<file path="src/rtl/core/lnc_pkg.sv">
// ----------------------------------------------------------------------------
// lnc_pkg: shared types and constants for the line clip and projection core
// Beat payloads, queue entry, config bundle, register indexes and reset values.
// ----------------------------------------------------------------------------
package lnc_pkg;

    // Fraction bits of the fixed-point format
    localparam int FRAC_BITS_DEF = 16;

    // Depth of the queue between front and back
    localparam int QUEUE_DEPTH = 4;

    // Normalized device coordinates clamp at 2^40
    localparam int NDC_LIMIT_LOG2 = 40;
    localparam int NDC_W          = NDC_LIMIT_LOG2 + 2;

    // Input command codes
    localparam logic [1:0] CMD_LOAD_VIEW = 2'd0;
    localparam logic [1:0] CMD_LOAD_PROJ = 2'd1;
    localparam logic [1:0] CMD_DRAW      = 2'd2;

    // Register indexes (byte address / 4)
    localparam logic [1:0] REG_NEAR   = 2'd0;
    localparam logic [1:0] REG_WIDTH  = 2'd1;
    localparam logic [1:0] REG_HEIGHT = 2'd2;

    // Register reset values
    localparam logic [30:0] NEAR_RESET   = 31'd655;
    localparam logic [13:0] WIDTH_RESET  = 14'd1920;
    localparam logic [13:0] HEIGHT_RESET = 14'd1080;

    localparam logic [7:0] ALPHA_OPAQUE = 8'hFF;

    // Kind of work carried through the queue and the back pipeline
    typedef enum logic [1:0] {
        K_VIEW,
        K_PROJ,
        K_DRAW
    } t_kind;

    typedef struct packed {
        logic [1:0]         cmd;
        logic [3:0]         element_index;
        logic signed [31:0] element_value;
        logic signed [31:0] a_x;
        logic signed [31:0] a_y;
        logic signed [31:0] a_z;
        logic signed [31:0] b_x;
        logic signed [31:0] b_y;
        logic signed [31:0] b_z;
        logic [23:0]        color_rgb;
        logic [30:0]        line_width;
    } t_in_item;

    typedef struct packed {
        logic signed [31:0] screen_start_x;
        logic signed [31:0] screen_start_y;
        logic signed [31:0] screen_end_x;
        logic signed [31:0] screen_end_y;
        logic [31:0]        packed_color;
        logic [30:0]        out_width;
    } t_out_item;

    // Classified entry between front and back
    typedef struct packed {
        t_kind            kind;
        logic [3:0]       idx;
        logic [31:0]      value;
        logic [2:0][31:0] pa;
        logic [2:0][31:0] pb;
        logic [23:0]      color;
        logic [30:0]      lw;
    } t_qent;

    // Configuration registers as seen by the back pipeline
    typedef struct packed {
        logic [30:0] near_distance;
        logic [13:0] display_width;
        logic [13:0] display_height;
    } t_cfg;

endpackage

</file>
<file path="src/rtl/core/lnc_fifo.sv">
// ----------------------------------------------------------------------------
// lnc_fifo: short queue between front and back
// Lets either side stall without holding up the other.
// ----------------------------------------------------------------------------
module lnc_fifo (
    input  logic           i_clk,
    input  logic           i_rst_n,
    input  logic           i_push,
    input  lnc_pkg::t_qent i_ent,
    output logic           o_full,
    input  logic           i_pop,
    output logic           o_valid,
    output lnc_pkg::t_qent o_ent
);

    localparam int AW = $clog2(lnc_pkg::QUEUE_DEPTH);
    localparam int CW = $clog2(lnc_pkg::QUEUE_DEPTH + 1);

    lnc_pkg::t_qent r_mem [lnc_pkg::QUEUE_DEPTH];
    logic [AW-1:0]  r_wr;
    logic [AW-1:0]  r_rd;
    logic [CW-1:0]  r_cnt;
    logic           do_push;
    logic           do_pop;

    assign o_full  = (r_cnt == CW'(lnc_pkg::QUEUE_DEPTH));
    assign o_valid = (r_cnt != '0);
    assign o_ent   = r_mem[r_rd];
    assign do_push = i_push && !o_full;
    assign do_pop  = i_pop && o_valid;

    // pointers and fill count
    always_ff @(posedge i_clk) begin
        if (!i_rst_n) begin
            r_wr  <= '0;
            r_rd  <= '0;
            r_cnt <= '0;
        end else begin
            if (do_push) begin
                r_wr <= (r_wr == AW'(lnc_pkg::QUEUE_DEPTH - 1)) ? '0 : r_wr + 1'b1;
            end
            if (do_pop) begin
                r_rd <= (r_rd == AW'(lnc_pkg::QUEUE_DEPTH - 1)) ? '0 : r_rd + 1'b1;
            end
            if (do_push && !do_pop) begin
                r_cnt <= r_cnt + 1'b1;
            end else if (do_pop && !do_push) begin
                r_cnt <= r_cnt - 1'b1;
            end
        end
    end

    always_ff @(posedge i_clk) begin
        if (do_push) begin
            r_mem[r_wr] <= i_ent;
        end
    end

endmodule

</file>
<file path="config.mk">
export PLATFORM = sky130hd
export DESIGN_NAME = lnc_fifo
export DESIGN_NICKNAME = d
export VERILOG_FILES = /design/src/rtl/core/lnc_pkg.sv /design/src/rtl/core/lnc_fifo.sv
export SDC_FILE = /design/constraint.sdc
export NUM_CORES = 1
export LEC_CHECK = 0
export ABC_AREA = 1
export BUFFER_PORTS_ARGS = -buffer_cell sky130_fd_sc_hd__buf_2
export CAP_MARGIN = 20
export CORE_ASPECT_RATIO = 2
export CORE_MARGIN = 3
export CORE_UTILIZATION = 55
export DETAILED_ROUTE_END_ITERATION = 10
export GPL_TIMING_DRIVEN = 0
export PLACE_DENSITY = 0.77
export SLEW_MARGIN = 20
export SYNTH_ARGS = -nofsm -noshare
export SYNTH_HDL_FRONTEND = slang
export SYNTH_SLANG_ARGS = --single-unit
</file>
<file path="constraint.sdc">
create_clock -name i_clk -period 20.8 [get_ports i_clk]
set_input_delay 4.16 -clock i_clk [delete_from_list [all_inputs] [get_ports i_clk]]
set_output_delay 4.16 -clock i_clk [all_outputs]
set_load 0.01 [all_outputs]
</file>
==> results.tsv <==
stage	metric	value	unit
outcome	status	finished, final reports clean	
grt	gr ovfl total	0	
synthesis	Seq/Total Area, Yosys	81.2	%
timing	Fin Clk Skew	0.0174	ns
synthesis	Cells after Synth	2827	
critical_path	CP dominant cell by count	buf_2	
timing	RSZ-0062 raised after global routing	false	
synthesis	top post-synthesis cells by area	edfxtp_1 (81%), o21ai_0 (6.6%), nor2_1 (5.2%), o22ai_1 (4.2%), clkbuf_1 (1.1%)	
critical_path	kind of critical path	flop to output pin	
clocking	CTS sink cnt	1149	
timing	Hold Vio Cnt, Final	0	
critical_path	R2R Setup Slk	17.58	ns
critical_path	critical path, cell by cell	buf_2, inv_2, buf_2, clkbuf_1, o21ai_0, o22ai_1, buf_2	
synthesis	Synth Area in Compound Gates	11.0	%
timing	post-route minimum period	7.15	ns
critical_path	crit-path max cell delay	0.45	ns
clocking	Skew-Pair Late Insertion Delay	0.69	ns
timing	Max Slew Vio Count	0	
critical_path	Worst Path Required	16.64	ns
synthesis	Post-Synth XOR/XNOR Area	0	%
detailed_routing	WL/cell	23.6	µm
critical_path	worst-path maximum fanout	10	
synthesis	library cells used by synthesis	19	
grt	first-pass GRT wire length	161000	µm
final_layout	Area Growth Syn to Fin	20.2	%
place	port buffer count	575	
floorplanning	Die X	202	µm
synthesis	adder-cell share of the synthesized area	0.224	%
clocking	PostCTS Resize Cnt	0	
clocking	post-CTS setup buffer count	0	
detailed_routing	routed vias	27200	
place	HPWL Detailed	76100	µm
critical_path	delay-heaviest family, CP	buffers and inverters	
timing	Tcrit/Tclk final	34.4	%
floorplanning	IO Pins	576	
final_layout	most frequent cells in the layout	edfxtp_1 (1140), buf_2 (620), nor2_1 (583)	
timing	fmax	0.140	GHz
synthesis	largest family of logic cells by synthesized area	compound AO/OA/AOI/OAI gates	
floorplanning	Initial Utilization	55.6	%
detailed_routing	DRT Wirelength	110000	µm
min_path	Hold WC Path Type	flop to flop	
timing	setup violators final	0	
critical_path	Setup crit start kind	flop	
critical_path	Worst EP arrival	2.99	ns
synthesis	Synth warnings	0	
final_layout	fin cells	4676	
final_layout	nets	3846	
clocking	Hold Buf Count CTS	0	
detailed_routing	Via density	5.81	
synthesis	syn_nets	3123	
final_layout	ratio of cells with drive above 1 in the final layout	23.2	%
floorplanning	DIE AREA	0.0806	mm²
synthesis	Synth top area share	80.8	%
synthesis	fraction of synthesized area in multiplexers	0	%
critical_path	WP buf/inv	5	
clocking	clock buffer depth	3	
clocking	Reg clk slew, reported paths	0.07	ns
floorplanning	num rows	143	
floorplanning	Die H	399	µm
grt	largest net degree at the start of global routing	25	
run	maxcap violations	0	
clocking	CTS Root Cell	clkbuf_16	
synthesis	post-synthesis register bit count	1149	
synthesis	Mapped Area	0.0424	mm²
timing	Slew HR	46.7	%
power_and_ir_drop	Leak	17.7	nW
grt	GRT Total Usage	26.6	%
place	placed cells	4473	
detailed_routing	drt pass-1 iters	6	
grt	vias in the first global route	27100	
detailed_routing	Post-DRT Antenna Nets	0	
power_and_ir_drop	power per cell area	129	mW/mm²
timing	worst slew pin tran	0.798	ns
detailed_routing	Detailed Route Iter0 Violations	2344	
synthesis	Mapped Avg Cell Area	15.0	µm²
final_layout	# fillers	5061	
place	Routability Congestion	0.817	
clocking	Inserted Clock Buffers	90	
floorplanning	Core Box Area	0.0762	mm²
clocking	TritonCTS clock tree	built	
clocking	CTS HTree Levels	3	
synthesis	simple-gate area share of the yosys netlist	5.38	%
critical_path	CP max-delay cell	clkbuf_1	
critical_path	Setup crit end kind	output pin	
power_and_ir_drop	Worst IR Drop VDD	0.103	mV
final_layout	commonest non-fill, non-tap cell in the layout	edfxtp_1	
final_layout	Final Core Density	66.8	%
grt	antenna violations before repair	41	
synthesis	largest area contributor in the netlist	edfxtp_1	
detailed_routing	DRC viols	0	
[tightest hold or removal path, delay by kind of cell, from the launching register on]
family	cells	cell delay, ns
DFF	1	0.34
buffers and inverters	1	0.08
AOI/OAI and AO/OA	1	0.06
[power by group]
part	internal [mW]	switching, mW
clock	0.972	0.787
combinational	0.609	1.32
sequential	2.81	0.0501
[metrics by stage]
step	hold slack [ns]	area (µm²)	total power [mW]	setup TNS, ns	setup WS (ns)
after floorplan	0.480	42400	3.99	0	3.76
after global placement	0.497	46500	4.93	-5972.97	-5.57
after detailed placement	0.512	47800	4.82	0	13.92
after CTS	0.526	50900	6.56	0	13.59
after global routing	0.549	50900	6.81	0	13.51
final	0.526	50900	6.55	0	13.65
[final timing paths]
| kind | from | endpoint | depth (start not counted) |
|---|---|---|---|
| worst min-delay path | r_cnt[0] | r_cnt[0] | 2 |
| worst min register to register | r_cnt[0] | r_cnt[0] | 2 |
| worst max-delay path | flop | o_ent[16] | 7 |
| worst max register to register | r_cnt[0] | r_mem[0][150] | 11 |
[area by class of cell]
class / count / area (µm²) / share of cell area, %
sequential: 1149 / 34400 / 67.5
multi-input combinational: 1471 / 7060 / 13.9
timing repair buffer: 631 / 4120 / 8.08
clock buffer: 99 / 2310 / 4.53
tap: 1015 / 1270 / 2.49
buffer: 189 / 865 / 1.70
clock inverter: 68 / 757 / 1.49
antenna: 36 / 90.1 / 0.177
inverter: 18 / 67.6 / 0.133
[cell usage after synthesis]
cell type	n
inv_1	16
nand4_1	1
nor2_1	587
o22ai_1	285
nand3b_1	1
dfxtp_1	9
nand2_1	15
edfxtp_1	1140
buf_4	20
o21ai_1	15
nand3_1	1
ha_1	6
inv_2	2
o21ai_0	557
a21oi_1	2
clkbuf_1	121
fa_1	1
buf_2	45
buf_6	3
[per-layer routing]
| metal | routed length [µm] | track usage [%] | vias up | part of all wire, % |
|---|---|---|---|---|
| met5 | 168 | 0 | - | 0.15 |
| met4 | 3970 | 10.5 | 26 | 3.6 |
| met3 | 11600 | 9.00 | 241 | 11 |
| met2 | 57500 | 47.6 | 1363 | 52 |
| met1 | 37000 | 29.1 | 13300 | 34 |
| li1 | - | - | 12200 | - |
[state kept, by name, summed over array words and instances (netlist names), named ones only]
signal / flops
r_wr: 2
r_rd: 2
r_cnt: 3
r_mem: 1140
[cell families after synthesis]
logic type               Yosys count
AND/OR/NAND/NOR                  605
flip-flops                      1149
adder cells (fa/ha/maj)            7
AO/OA/AOI/OAI                    859
buffers and inverters            207
No activity file was read; power rests on OpenSTA's default activity.
