--- src/rtl/core/lnc_pkg.sv ---
// ----------------------------------------------------------------------------
// lnc_pkg: shared types and constants for the line clip and projection core
// Beat payloads, queue entry, config bundle, register indexes and reset values.
// ----------------------------------------------------------------------------
package lnc_pkg;

    // Fraction bits of the fixed-point format
    localparam int FRAC_BITS_DEF = 16;

    // Depth of the queue between front and back
    localparam int QUEUE_DEPTH = 4;

    // Normalized device coordinates clamp at 2^40
    localparam int NDC_LIMIT_LOG2 = 40;
    localparam int NDC_W          = NDC_LIMIT_LOG2 + 2;

    // Input command codes
    localparam logic [1:0] CMD_LOAD_VIEW = 2'd0;
    localparam logic [1:0] CMD_LOAD_PROJ = 2'd1;
    localparam logic [1:0] CMD_DRAW      = 2'd2;

    // Register indexes (byte address / 4)
    localparam logic [1:0] REG_NEAR   = 2'd0;
    localparam logic [1:0] REG_WIDTH  = 2'd1;
    localparam logic [1:0] REG_HEIGHT = 2'd2;

    // Register reset values
    localparam logic [30:0] NEAR_RESET   = 31'd655;
    localparam logic [13:0] WIDTH_RESET  = 14'd1920;
    localparam logic [13:0] HEIGHT_RESET = 14'd1080;

    localparam logic [7:0] ALPHA_OPAQUE = 8'hFF;

    // Kind of work carried through the queue and the back pipeline
    typedef enum logic [1:0] {
        K_VIEW,
        K_PROJ,
        K_DRAW
    } t_kind;

    typedef struct packed {
        logic [1:0]         cmd;
        logic [3:0]         element_index;
        logic signed [31:0] element_value;
        logic signed [31:0] a_x;
        logic signed [31:0] a_y;
        logic signed [31:0] a_z;
        logic signed [31:0] b_x;
        logic signed [31:0] b_y;
        logic signed [31:0] b_z;
        logic [23:0]        color_rgb;
        logic [30:0]        line_width;
    } t_in_item;

    typedef struct packed {
        logic signed [31:0] screen_start_x;
        logic signed [31:0] screen_start_y;
        logic signed [31:0] screen_end_x;
        logic signed [31:0] screen_end_y;
        logic [31:0]        packed_color;
        logic [30:0]        out_width;
    } t_out_item;

    // Classified entry between front and back
    typedef struct packed {
        t_kind            kind;
        logic [3:0]       idx;
        logic [31:0]      value;
        logic [2:0][31:0] pa;
        logic [2:0][31:0] pb;
        logic [23:0]      color;
        logic [30:0]      lw;
    } t_qent;

    // Configuration registers as seen by the back pipeline
    typedef struct packed {
        logic [30:0] near_distance;
        logic [13:0] display_width;
        logic [13:0] display_height;
    } t_cfg;

endpackage

--- src/rtl/core/lnc_front.sv ---
// ----------------------------------------------------------------------------
// lnc_front: input stage
// Takes input beats, drops unused commands and builds queue entries.
// ----------------------------------------------------------------------------
module lnc_front (
    input  logic              i_clk,
    input  logic              i_rst_n,
    input  logic              i_valid,
    output logic              o_stall,
    input  lnc_pkg::t_in_item i_item,
    input  logic              i_q_full,
    output logic              o_push,
    output lnc_pkg::t_qent    o_ent
);

    logic           r_valid;
    lnc_pkg::t_qent r_ent;
    lnc_pkg::t_qent n_ent;
    logic           keep;
    logic           accept;

    assign o_push  = r_valid && !i_q_full;
    assign o_stall = r_valid && i_q_full;
    assign accept  = i_valid && !o_stall;
    assign o_ent   = r_ent;

    // classify the command and repack the payload
    always_comb begin
        n_ent.idx   = i_item.element_index;
        n_ent.value = i_item.element_value;
        n_ent.pa    = {i_item.a_z, i_item.a_y, i_item.a_x};
        n_ent.pb    = {i_item.b_z, i_item.b_y, i_item.b_x};
        n_ent.color = i_item.color_rgb;
        n_ent.lw    = i_item.line_width;
        keep        = 1'b1;
        case (i_item.cmd)
            lnc_pkg::CMD_LOAD_VIEW: n_ent.kind = lnc_pkg::K_VIEW;
            lnc_pkg::CMD_LOAD_PROJ: n_ent.kind = lnc_pkg::K_PROJ;
            lnc_pkg::CMD_DRAW:      n_ent.kind = lnc_pkg::K_DRAW;
            default: begin
                n_ent.kind = lnc_pkg::K_DRAW;
                keep       = 1'b0;
            end
        endcase
    end

    // holding register
    always_ff @(posedge i_clk) begin
        if (!i_rst_n) begin
            r_valid <= 1'b0;
        end else if (o_push || !r_valid) begin
            r_valid <= accept && keep;
        end
    end

    always_ff @(posedge i_clk) begin
        if (accept) begin
            r_ent <= n_ent;
        end
    end

endmodule

--- config.mk ---
export PLATFORM = sky130hd
export DESIGN_NAME = lnc_front
export DESIGN_NICKNAME = d
export VERILOG_FILES = /design/src/rtl/core/lnc_pkg.sv /design/src/rtl/core/lnc_front.sv
export SDC_FILE = /design/constraint.sdc
export NUM_CORES = 1
export LEC_CHECK = 0
export ABC_AREA = 1
export BUFFER_PORTS_ARGS = -buffer_cell sky130_fd_sc_hd__buf_4
export CORE_AREA = 2 2 226 228
export DETAILED_ROUTE_END_ITERATION = 10
export DIE_AREA = 0 0 228 230
export HOLD_SLACK_MARGIN = 0.1
export PLACE_DENSITY = 0.45
export SLEW_MARGIN = 15
export SYNTH_ARGS = -nofsm -noshare
export SYNTH_HDL_FRONTEND = slang
export SYNTH_SLANG_ARGS = --single-unit
--- constraint.sdc ---
create_clock -name i_clk -period 14.85 [get_ports i_clk]
set_input_delay 0.7425 -clock i_clk [delete_from_list [all_inputs] [get_ports i_clk]]
set_output_delay 0.7425 -clock i_clk [all_outputs]
set_load 0.02 [all_outputs]
==> results of run 1 <==
## flip-flops by register name, summed over array words and instances (netlist names)
| signal | flops |
|---|---|
| o_ent | 285 |
| r_valid | 1 |
## layer usage
layer / global-route usage (%) / wire (um)
met5: 0 / 40
met4: 3.697 / 695
met3: 4.688 / 2783
met2: 17.84 / 14690
met1: 10.71 / 9799
## critical path, cell delays in order
cell,delay (ps)
buf_4,120
nand2_2,80
inv_2,50
nor2_4,600
buf_4,840
buf_4,830
## report_power, final
| part | switching [mW] | internal, mW |
|---|---|---|
| clock network | 0.319 | 0.465 |
| registers | 0.0144 | 0.947 |
| logic | 0.113 | 0.102 |
## layout make-up
cell class	instances	area, um2	area share, %
clock buffers	40	937.1	6.300
clock inverters	19	110.1	0.7402
diodes	1	2.502	0.01682
repair buffers	579	4347	29.22
flip-flops and latches	286	8578	57.67
multi-input cells	7	41.29	0.2776
inverters	5	18.77	0.1262
well taps	672	840.8	5.652
## how the worst max path moves through the flow
stage            endpoint      from  cells past startpoint  slack [ps]
2_1_floorplan    o_ent[0]  i_q_full                      3        6060
3_3_place_gp   o_ent[203]  i_q_full                      6       11020
3_5_place_dp   o_ent[175]  i_q_full                      6       10960
4_1_cts        o_ent[180]   r_valid                      5       11540
5_1_grt        o_ent[180]   r_valid                      5       11310
6_report       o_ent[180]  i_q_full                      6       11580
## metrics by stage
step / util (%) / cells
global placement: 27.73 / 1549
finish: 29.83 / 1609
CTS: 29.83 / 1608
floorplan: - / 299
global route: 29.83 / 1608
detailed placement: 27.73 / 1549
## synthesized netlist by cell type
master	n	area share, %
a21oi_2	1	0.10
clkbuf_1	1	0.043
dfxtp_1	1	0.23
edfxtp_1	285	99
inv_1	4	0.17
inv_2	1	0.043
nand2_1	2	0.087
nand2_2	1	0.072
nor2_1	2	0.087
nor2_2	1	0.072
## cells by family after synthesis
logic type,count (synthesis)
DFF,286
and+or+nand+nor,6
buffers and inverters,6
AOI/OAI and AO/OA,1
==> metrics, run 1 <==
status completed; final wirelength 28.01 mm; final cycle utilization of the critical path 22.03%; hold bufs inserted after CTS 0; post-route minimum period 3271 ps; io pins 576; cells after synthesis 299; Post-CTS Setup Inserts 0; Worst-path clk slew 60 ps; Vias/cell 3.392; GR Util All Layers 10.18%; Max Clk Rate 305.7 MHz; number of buffers created by CTS 34; Peak VDD IR 0.07515 mV; Mapped Area 8637 um2; Die Y-Extent 230 um; leakage 6.108 nW; vias in the first global route 5,917; Worst Hold Class input port to register; synthesized flop and latch total 286; unrepaired setup endpoints after global routing false; gr ovfl total 0; TritonCTS clock tree done; worst reg2reg path depth 5; mux contribution to synthesized area 0%; largest net degree at the start of global routing 72; Site Rows 82; reg-to-reg critical path endpoint o_ent[180]; Final setup viols 0; hold path start i_item[1]; P&R area growth vs syn 72.23%; Antenna Nets Post-Route 0; fin nets 1,202; R2R Path Start r_valid; Slew @ Worst Pin 997.1 ps; syn avg cell area 28.89 um2; Slew Limit Fails 0; critical path capture point type register; initial DRC count 142; Max Cap Viol 0; floorplan core area 49,860 um2; Tot Pwr 1.961 mW; Synth Area in Adders 0%; compound-cell area share of the yosys netlist 0.1014%; critical path data arrival time 3410 ps; final clock skew 8.135 ps; critical path class input port to register; startpoint types input port; Hold EP o_ent[1]; Cell Area, Placed 13,830 um2; root buffer cell clkbuf_16; GP Congestion 0.7982; Synth Net Count 588; DIE WIDTH 228 um; synth unique cells 10; DIE AREA 52,440 um2; first-pass GRT wire length 39.14 mm; antenna violations before repair 5; # fillers 5,052; main combinational cell family by area after synthesis simple AND/OR/NAND/NOR gates; PostCTS Resize Cnt 0; Fin Hold WS 392.1 ps; pwr dens 131.8 nW/um2; fin worst setup slack 11,580 ps; Place WS 10,960 ps; Worst Path Max Fanout 71; H-tree depth 2; fraction of final layout cells sized beyond drive strength 1 66.88%; WP data required 14,990 ps; worst-skew pair later-pin latency 520 ps; area share of and/or/nand/nor cells after synthesis 0.3187%; Max clock buf depth 3; commonest non-fill, non-tap cells in the layout buf_4 (579), edfxtp_1 (285), clkbuf_16 (37); final hold vios 0; Wirelength per Cell 17.41 um; Initial Util 17.32%; DR pass1 iterations 4; Synth Warn # 0; placed wire-length estimate 21.73 mm; Buffers on Ports 575; Final Instance Area 14,880 um2; vias post-DR 5,457; drt drc 0; sequential share of the synthesized area 99.32%; CTS sink cnt 286; Synth Area in XOR/XNOR 0%; post-route setup TNS 0 ps; hold path depth 1; Worst slew margin 33.52%; flop-to-flop setup slack 11,600 ps; commonest non-fill, non-tap cell in the layout buf_4
Power figures use the tool's default switching activity.
==> inputs of run 2 (changes only) <==
--- a/config.mk
+++ b/config.mk
@@ -7,11 +7,11 @@
 export LEC_CHECK = 0
 export ABC_AREA = 1
 export BUFFER_PORTS_ARGS = -buffer_cell sky130_fd_sc_hd__buf_4
-export CORE_AREA = 2 2 226 228
+export CORE_AREA = 2 2 223 225
 export DETAILED_ROUTE_END_ITERATION = 10
-export DIE_AREA = 0 0 228 230
+export DIE_AREA = 0 0 225 227
 export HOLD_SLACK_MARGIN = 0.1
-export PLACE_DENSITY = 0.45
+export PLACE_DENSITY = 0.46
 export SLEW_MARGIN = 15
 export SYNTH_ARGS = -nofsm -noshare
 export SYNTH_HDL_FRONTEND = slang
==> constraint.sdc (replaced) <==
create_clock -name i_clk -period 3.3 [get_ports i_clk]
set_input_delay 0.165 -clock i_clk [delete_from_list [all_inputs] [get_ports i_clk]]
set_output_delay 0.165 -clock i_clk [all_outputs]
set_load 0.02 [all_outputs]
==> metrics, run 2 (same netlist as run 1, synthesis figures left out) <==
Antenna Nets Post-Route 0 (unchanged); gr ovfl total 0 (unchanged); final cycle utilization of the critical path 57.82%; Antenna Cells 0 (was 1); vias post-DR 6,496 (was 5,457); GP Congestion 0.7558 (was 0.7982); TritonCTS clock tree done (unchanged); WP data required 3500 ps (was 14,990 ps); drt drc 0 (unchanged); GR Util All Layers 10.81% (was 10.18%); max reg flops 285 (unchanged); pwr dens 495.4 nW/um2 (was 131.8 nW/um2); commonest non-fill, non-tap cell in the layout buf_4 (unchanged); final clock skew 10.11 ps (was 8.135 ps); initial DRC count 186 (was 142); fraction of final layout cells sized beyond drive strength 1 50.98% (was 66.88%); DR pass1 iterations 4 (unchanged); critical path data arrival time 2110 ps (was 3410 ps); Worst slew margin 62.70% (was 33.52%); largest net degree at the start of global routing 96 (was 72); antenna violations before repair 8 (was 5); DIE AREA 51,080 um2 (was 52,440 um2); Hold EP o_ent[282] (was o_ent[1]); Cell Area, Placed 13,860 um2 (was 13,830 um2); io pins 576 (unchanged); flop-to-flop setup slack 1390 ps (was 11,600 ps); Site Rows 81 (was 82); H-tree depth 1 (was 2); worst reg2reg path depth 4 (was 5); worst-skew pair later-pin latency 560 ps (was 520 ps); floorplan core area 48,550 um2 (was 49,860 um2); reg-to-reg critical path endpoint o_ent[247] (was o_ent[180]); P&R area growth vs syn 104.5% (was 72.23%); critical path class register to register (was input port to register); CTS sink cnt 286 (unchanged); Worst-path clk slew 60 ps (about the same); Max Cap Viol 0 (unchanged); Vias/cell 3.511 (was 3.392); unrepaired setup endpoints after global routing false (unchanged); placed wire-length estimate 21.85 mm (was 21.73 mm); number of buffers created by CTS 31 (was 34); Fin Hold WS 237.6 ps (was 392.1 ps); Initial Util 17.79% (was 17.32%); commonest non-fill, non-tap cells in the layout buf_4 (581), dlygate4sd3_1 (289), edfxtp_1 (285) (was buf_4 (579), edfxtp_1 (285), clkbuf_16 (37)); Slew @ Worst Pin 559.5 ps (was 997.1 ps); Max clock buf depth 3 (unchanged); post-route minimum period 1908 ps; status completed (unchanged); Peak VDD IR 0.3490 mV (was 0.07515 mV); Final Instance Area 17,660 um2 (was 14,880 um2); critical path capture point type register (unchanged); Die Y-Extent 227 um (was 230 um); fin nets 1,494 (was 1,202); Post-CTS Setup Inserts 0 (unchanged); vias in the first global route 7,068 (was 5,917); leakage 7.291 nW (was 6.108 nW); Tot Pwr 8.750 mW (was 1.961 mW); Final setup viols 0 (unchanged); final hold vios 0 (unchanged); Buffers on Ports 575 (unchanged); startpoint types register (was input port); hold path start i_q_full (was i_item[1]); final wirelength 30.05 mm (was 28.01 mm); R2R Path Start r_valid (unchanged); Worst Hold Class input port to register (unchanged); root buffer cell clkbuf_16 (unchanged); DIE WIDTH 225 um (was 228 um); Wirelength per Cell 16.24 um (was 17.41 um); hold path depth 5 (was 1); Slew Limit Fails 0 (unchanged); Max Clk Rate 524.1 MHz; Worst Path Max Fanout 6 (was 71); first-pass GRT wire length 41.43 mm (was 39.14 mm)
[run 2: changes by cell type in the layout (fill, tap and decap cells not counted), moves of 2 or more]
cell / before / now
dlygate4sd3_1: 0 / 289
buf_4: 579 / 581
clkbuf_16: 37 / 31
clkinv_1: 13 / 7
clkbuf_1: 3 / 12
buf_12: 0 / 4
[run 2: repair_timing]
item	CTS	global route
hold buffers	289	0
endpoints found under the hold margin	292	0
gates resized for setup	0	0
[run 2: worst max path at each step]
stage | start | to | slack [ps]
floorplan | r_valid | o_ent[0] | -1780
global placement | r_valid | o_ent[126] | 1540
CTS | r_valid | o_ent[247] | 1370
finish | r_valid | o_ent[247] | 1390
global route | r_valid | o_ent[247] | 1280
detailed placement | r_valid | o_ent[98] | 1520
[run 2: per-layer routing]
layer,GRT usage (%),wire (um),up-vias,share of wire [%]
li1,-,-,3025,-
met1,12.19,11260,3102,37
met2,19.28,15450,316,51
met3,3.588,2619,47,8.7
met4,3.461,673,6,2.2
met5,0,42,-,0.14
[run 2: where the power goes]
group | switching (mW) | leakage, nW | total (mW) | internal (mW)
Clock | 1.34 | 0.437 | 3.14 | 1.80
Combinational | 0.589 | 4.08 | 1.29 | 0.699
Sequential | 0.0645 | 2.77 | 4.32 | 4.26
Total | 1.99 | 7.29 | 8.75 | 6.76
[run 2: final cells by class]
class	count	area (um2)
fill	4594	30880
clock inverter	13	87.58
multi-input combinational	7	41.29
timing repair buffer	874	7335
tap	622	778.2
inverter	5	21.27
clock buffer	43	820.8
sequential	286	8578
[run 2: through the flow]
stage / std cells / TNS, ps / setup WS, ps / util [%]
finish: 1850 / 0 / 1392 / 36.38
global route: 1850 / 0 / 1283 / 36.38
CTS: 1850 / 0 / 1366 / 36.38
detailed placement: 1505 / 0 / 1518 / 28.55
global placement: 1505 / 0 / 1539 / 28.55
floorplan: 299 / -507190 / -1780 / -
[run 2: worst max-delay path, stage by stage (launching register included)]
cell and delay (ps):
dfxtp_1 320, nand2_2 90, inv_4 40, nor2_4 240, dlygate4sd3_1 850
==> inputs of run 3 (changes only) <==
==> constraint.sdc (replaced) <==
create_clock -name i_clk -period 1.9 [get_ports i_clk]
set_input_delay 0.095 -clock i_clk [delete_from_list [all_inputs] [get_ports i_clk]]
set_output_delay 0.095 -clock i_clk [all_outputs]
set_load 0.02 [all_outputs]
==> metrics, run 3 (same netlist as run 1, synthesis figures left out) <==
Post-CTS Setup Inserts 0 (unchanged); WP data required 2120 ps (was 3500 ps); CP most frequent cell buf_12; Worst-path clk slew 60 ps (about the same); commonest non-fill, non-tap cell in the layout buf_4 (unchanged); CP max stage delay 320 ps (was 850 ps); unrepaired setup endpoints after global routing false (unchanged); floorplan core area 48,550 um2 (unchanged); Worst Hold Class input port to register (unchanged); critical path data arrival time 1690 ps (was 2110 ps); Worst slew margin 81.86% (was 62.70%); Vias/cell 3.522 (was 3.511); post-route minimum period 1476 ps (was 1908 ps); fraction of final layout cells sized beyond drive strength 1 51.58% (was 50.98%); # fillers 4,544 (was 4,594); fin nets 1,502 (was 1,494); Slew @ Worst Pin 272.1 ps (was 559.5 ps); Critical Path, Cell by Cell nand2_2 > inv_4 > nor2_4 > buf_12 > buf_12 (was nand2_2 > inv_4 > nor2_4 > dlygate4sd3_1); final hold vios 0 (unchanged); startpoint types register (unchanged); CTS sink cnt 286 (unchanged); Critical path buffers and inverters 3 (was 2); critical path capture point type register (unchanged); pwr dens 896.3 nW/um2 (was 495.4 nW/um2); Max Clk Rate 677.5 MHz (was 524.1 MHz); leakage 7.409 nW (was 7.291 nW); antenna violations before repair 6 (was 8); initial DRC count 207 (was 186); Antenna Nets Post-Route 0 (unchanged); Fin Hold WS 199.0 ps (was 237.6 ps); Site Rows 81 (unchanged); critical path class register to register (unchanged); GP Congestion 0.7491 (was 0.7558); Wirelength per Cell 16.59 um (was 16.24 um); Max Cap Viol 0 (unchanged); final cycle utilization of the critical path 77.69% (was 57.82%); number of buffers created by CTS 34 (was 31); DIE WIDTH 225 um (unchanged); Die Y-Extent 227 um (unchanged); Worst Path Max Fanout 34 (was 6); TritonCTS clock tree done (unchanged); gr ovfl total 0 (unchanged); DIE AREA 51,080 um2 (unchanged); DR pass1 iterations 4 (unchanged); largest net degree at the start of global routing 41 (was 96); commonest non-fill, non-tap cells in the layout buf_4 (584), dlygate4sd3_1 (287), edfxtp_1 (285) (was buf_4 (581), dlygate4sd3_1 (289), edfxtp_1 (285)); H-tree depth 2 (was 1); GR Util All Layers 11.34% (was 10.81%); io pins 576 (unchanged); placed cells 1,512 (was 1,505); root buffer cell clkbuf_16 (unchanged); Finished Layout Cells 1,860 (was 1,850); vias post-DR 6,550 (was 6,496); vias in the first global route 7,098 (was 7,068); Max clock buf depth 3 (unchanged); Buffers on Ports 575 (unchanged); P&R area growth vs syn 107.4% (was 104.5%); Peak VDD IR 0.7712 mV (was 0.3490 mV); final wirelength 30.86 mm (was 30.05 mm); status completed (unchanged); Final setup viols 0 (unchanged); drt drc 0 (unchanged); Initial Util 17.79% (unchanged); Slew Limit Fails 0 (unchanged); final clock skew 8.657 ps (was 10.11 ps); worst-skew pair later-pin latency 520 ps (was 560 ps); Crit path max-delay family buffers and inverters (unchanged); max reg flops 285 (unchanged); first-pass GRT wire length 42.70 mm (was 41.43 mm); Tot Pwr 16.06 mW (was 8.750 mW); CP max stage cell dfxtp_1 (was dlygate4sd3_1)
[run 3: cell types whose count changed in the layout (fill, tap and decap cells not counted)]
| cell | before | now |
|---|---|---|
| clkinv_2 | 3 | 1 |
| clkinv_1 | 7 | 8 |
| diode_2 | 0 | 1 |
| buf_12 | 4 | 8 |
| clkinv_4 | 1 | 0 |
| buf_4 | 581 | 584 |
| bufinv_16 | 1 | 2 |
| dlygate4sd3_1 | 289 | 287 |
| clkinvlp_4 | 1 | 2 |
| clkbuf_16 | 31 | 37 |
| clkbuf_1 | 12 | 10 |
[run 3: worst paths after layout]
path / cells past startpoint / slack, ps / startpoint / endpoint
setup / recovery: 5 / 420 / r_valid / o_ent[209]
hold / removal: 4 / 200 / i_valid / o_ent[164]
setup reg to reg: 5 / 420 / r_valid / o_ent[209]
hold reg to reg: 4 / 900 / r_valid / o_ent[164]
[run 3: tightest hold or removal path, stage by stage]
cell and delay (ps):
buf_4 120, inv_1 80, nor2_4 60, buf_12 150
[run 3: through the flow]
step	area [um2]	TNS, ps	worst slack, ps	util [%]
final	17910	0	424.0	36.90
after global routing	17910	0	352.5	36.90
after CTS	17910	0	415.5	36.89
after detailed placement	13960	0	430.6	28.76
after global placement	13960	0	419.4	28.76
after floorplan	8645	-906190	-3180	-
[run 3: routing by layer]
| metal | vias to the layer above | global-route usage, % | wire (um) |
|---|---|---|---|
| met2 | 329 | 19.45 | 15660 |
| met4 | 4 | 4.038 | 791 |
| met1 | 3125 | 12.99 | 11850 |
| met5 | - | 0 | 26 |
| li1 | 3045 | - | - |
| met3 | 47 | 4.182 | 2533 |
[run 3: what timing repair did]
action,4_1_cts,5_1_grt
hold buffers,287,0
endpoints found under the hold margin,286,0
resized for setup,0,0
endpoints found under the setup margin,0,0
[run 3: layout make-up]
type,count,area [um2],share of cell area (%)
inverters,5,21.27,0.1187
flip-flops and latches,286,8578,47.89
well taps,622,778.2,4.345
diodes,1,2.502,0.01397
repair buffers,879,7417,41.41
multi-input cells,7,41.29,0.2305
clock inverters,13,110.1,0.6147
clock buffers,47,963.4,5.379
[run 3: where the power goes]
group | switching [mW] | internal, mW | leakage [nW] | total [mW]
registers | 0.118 | 7.40 | 2.77 | 7.52
clock network | 2.47 | 3.80 | 0.513 | 6.27
logic | 1.03 | 1.24 | 4.12 | 2.27
total | 3.62 | 12.4 | 7.41 | 16.1
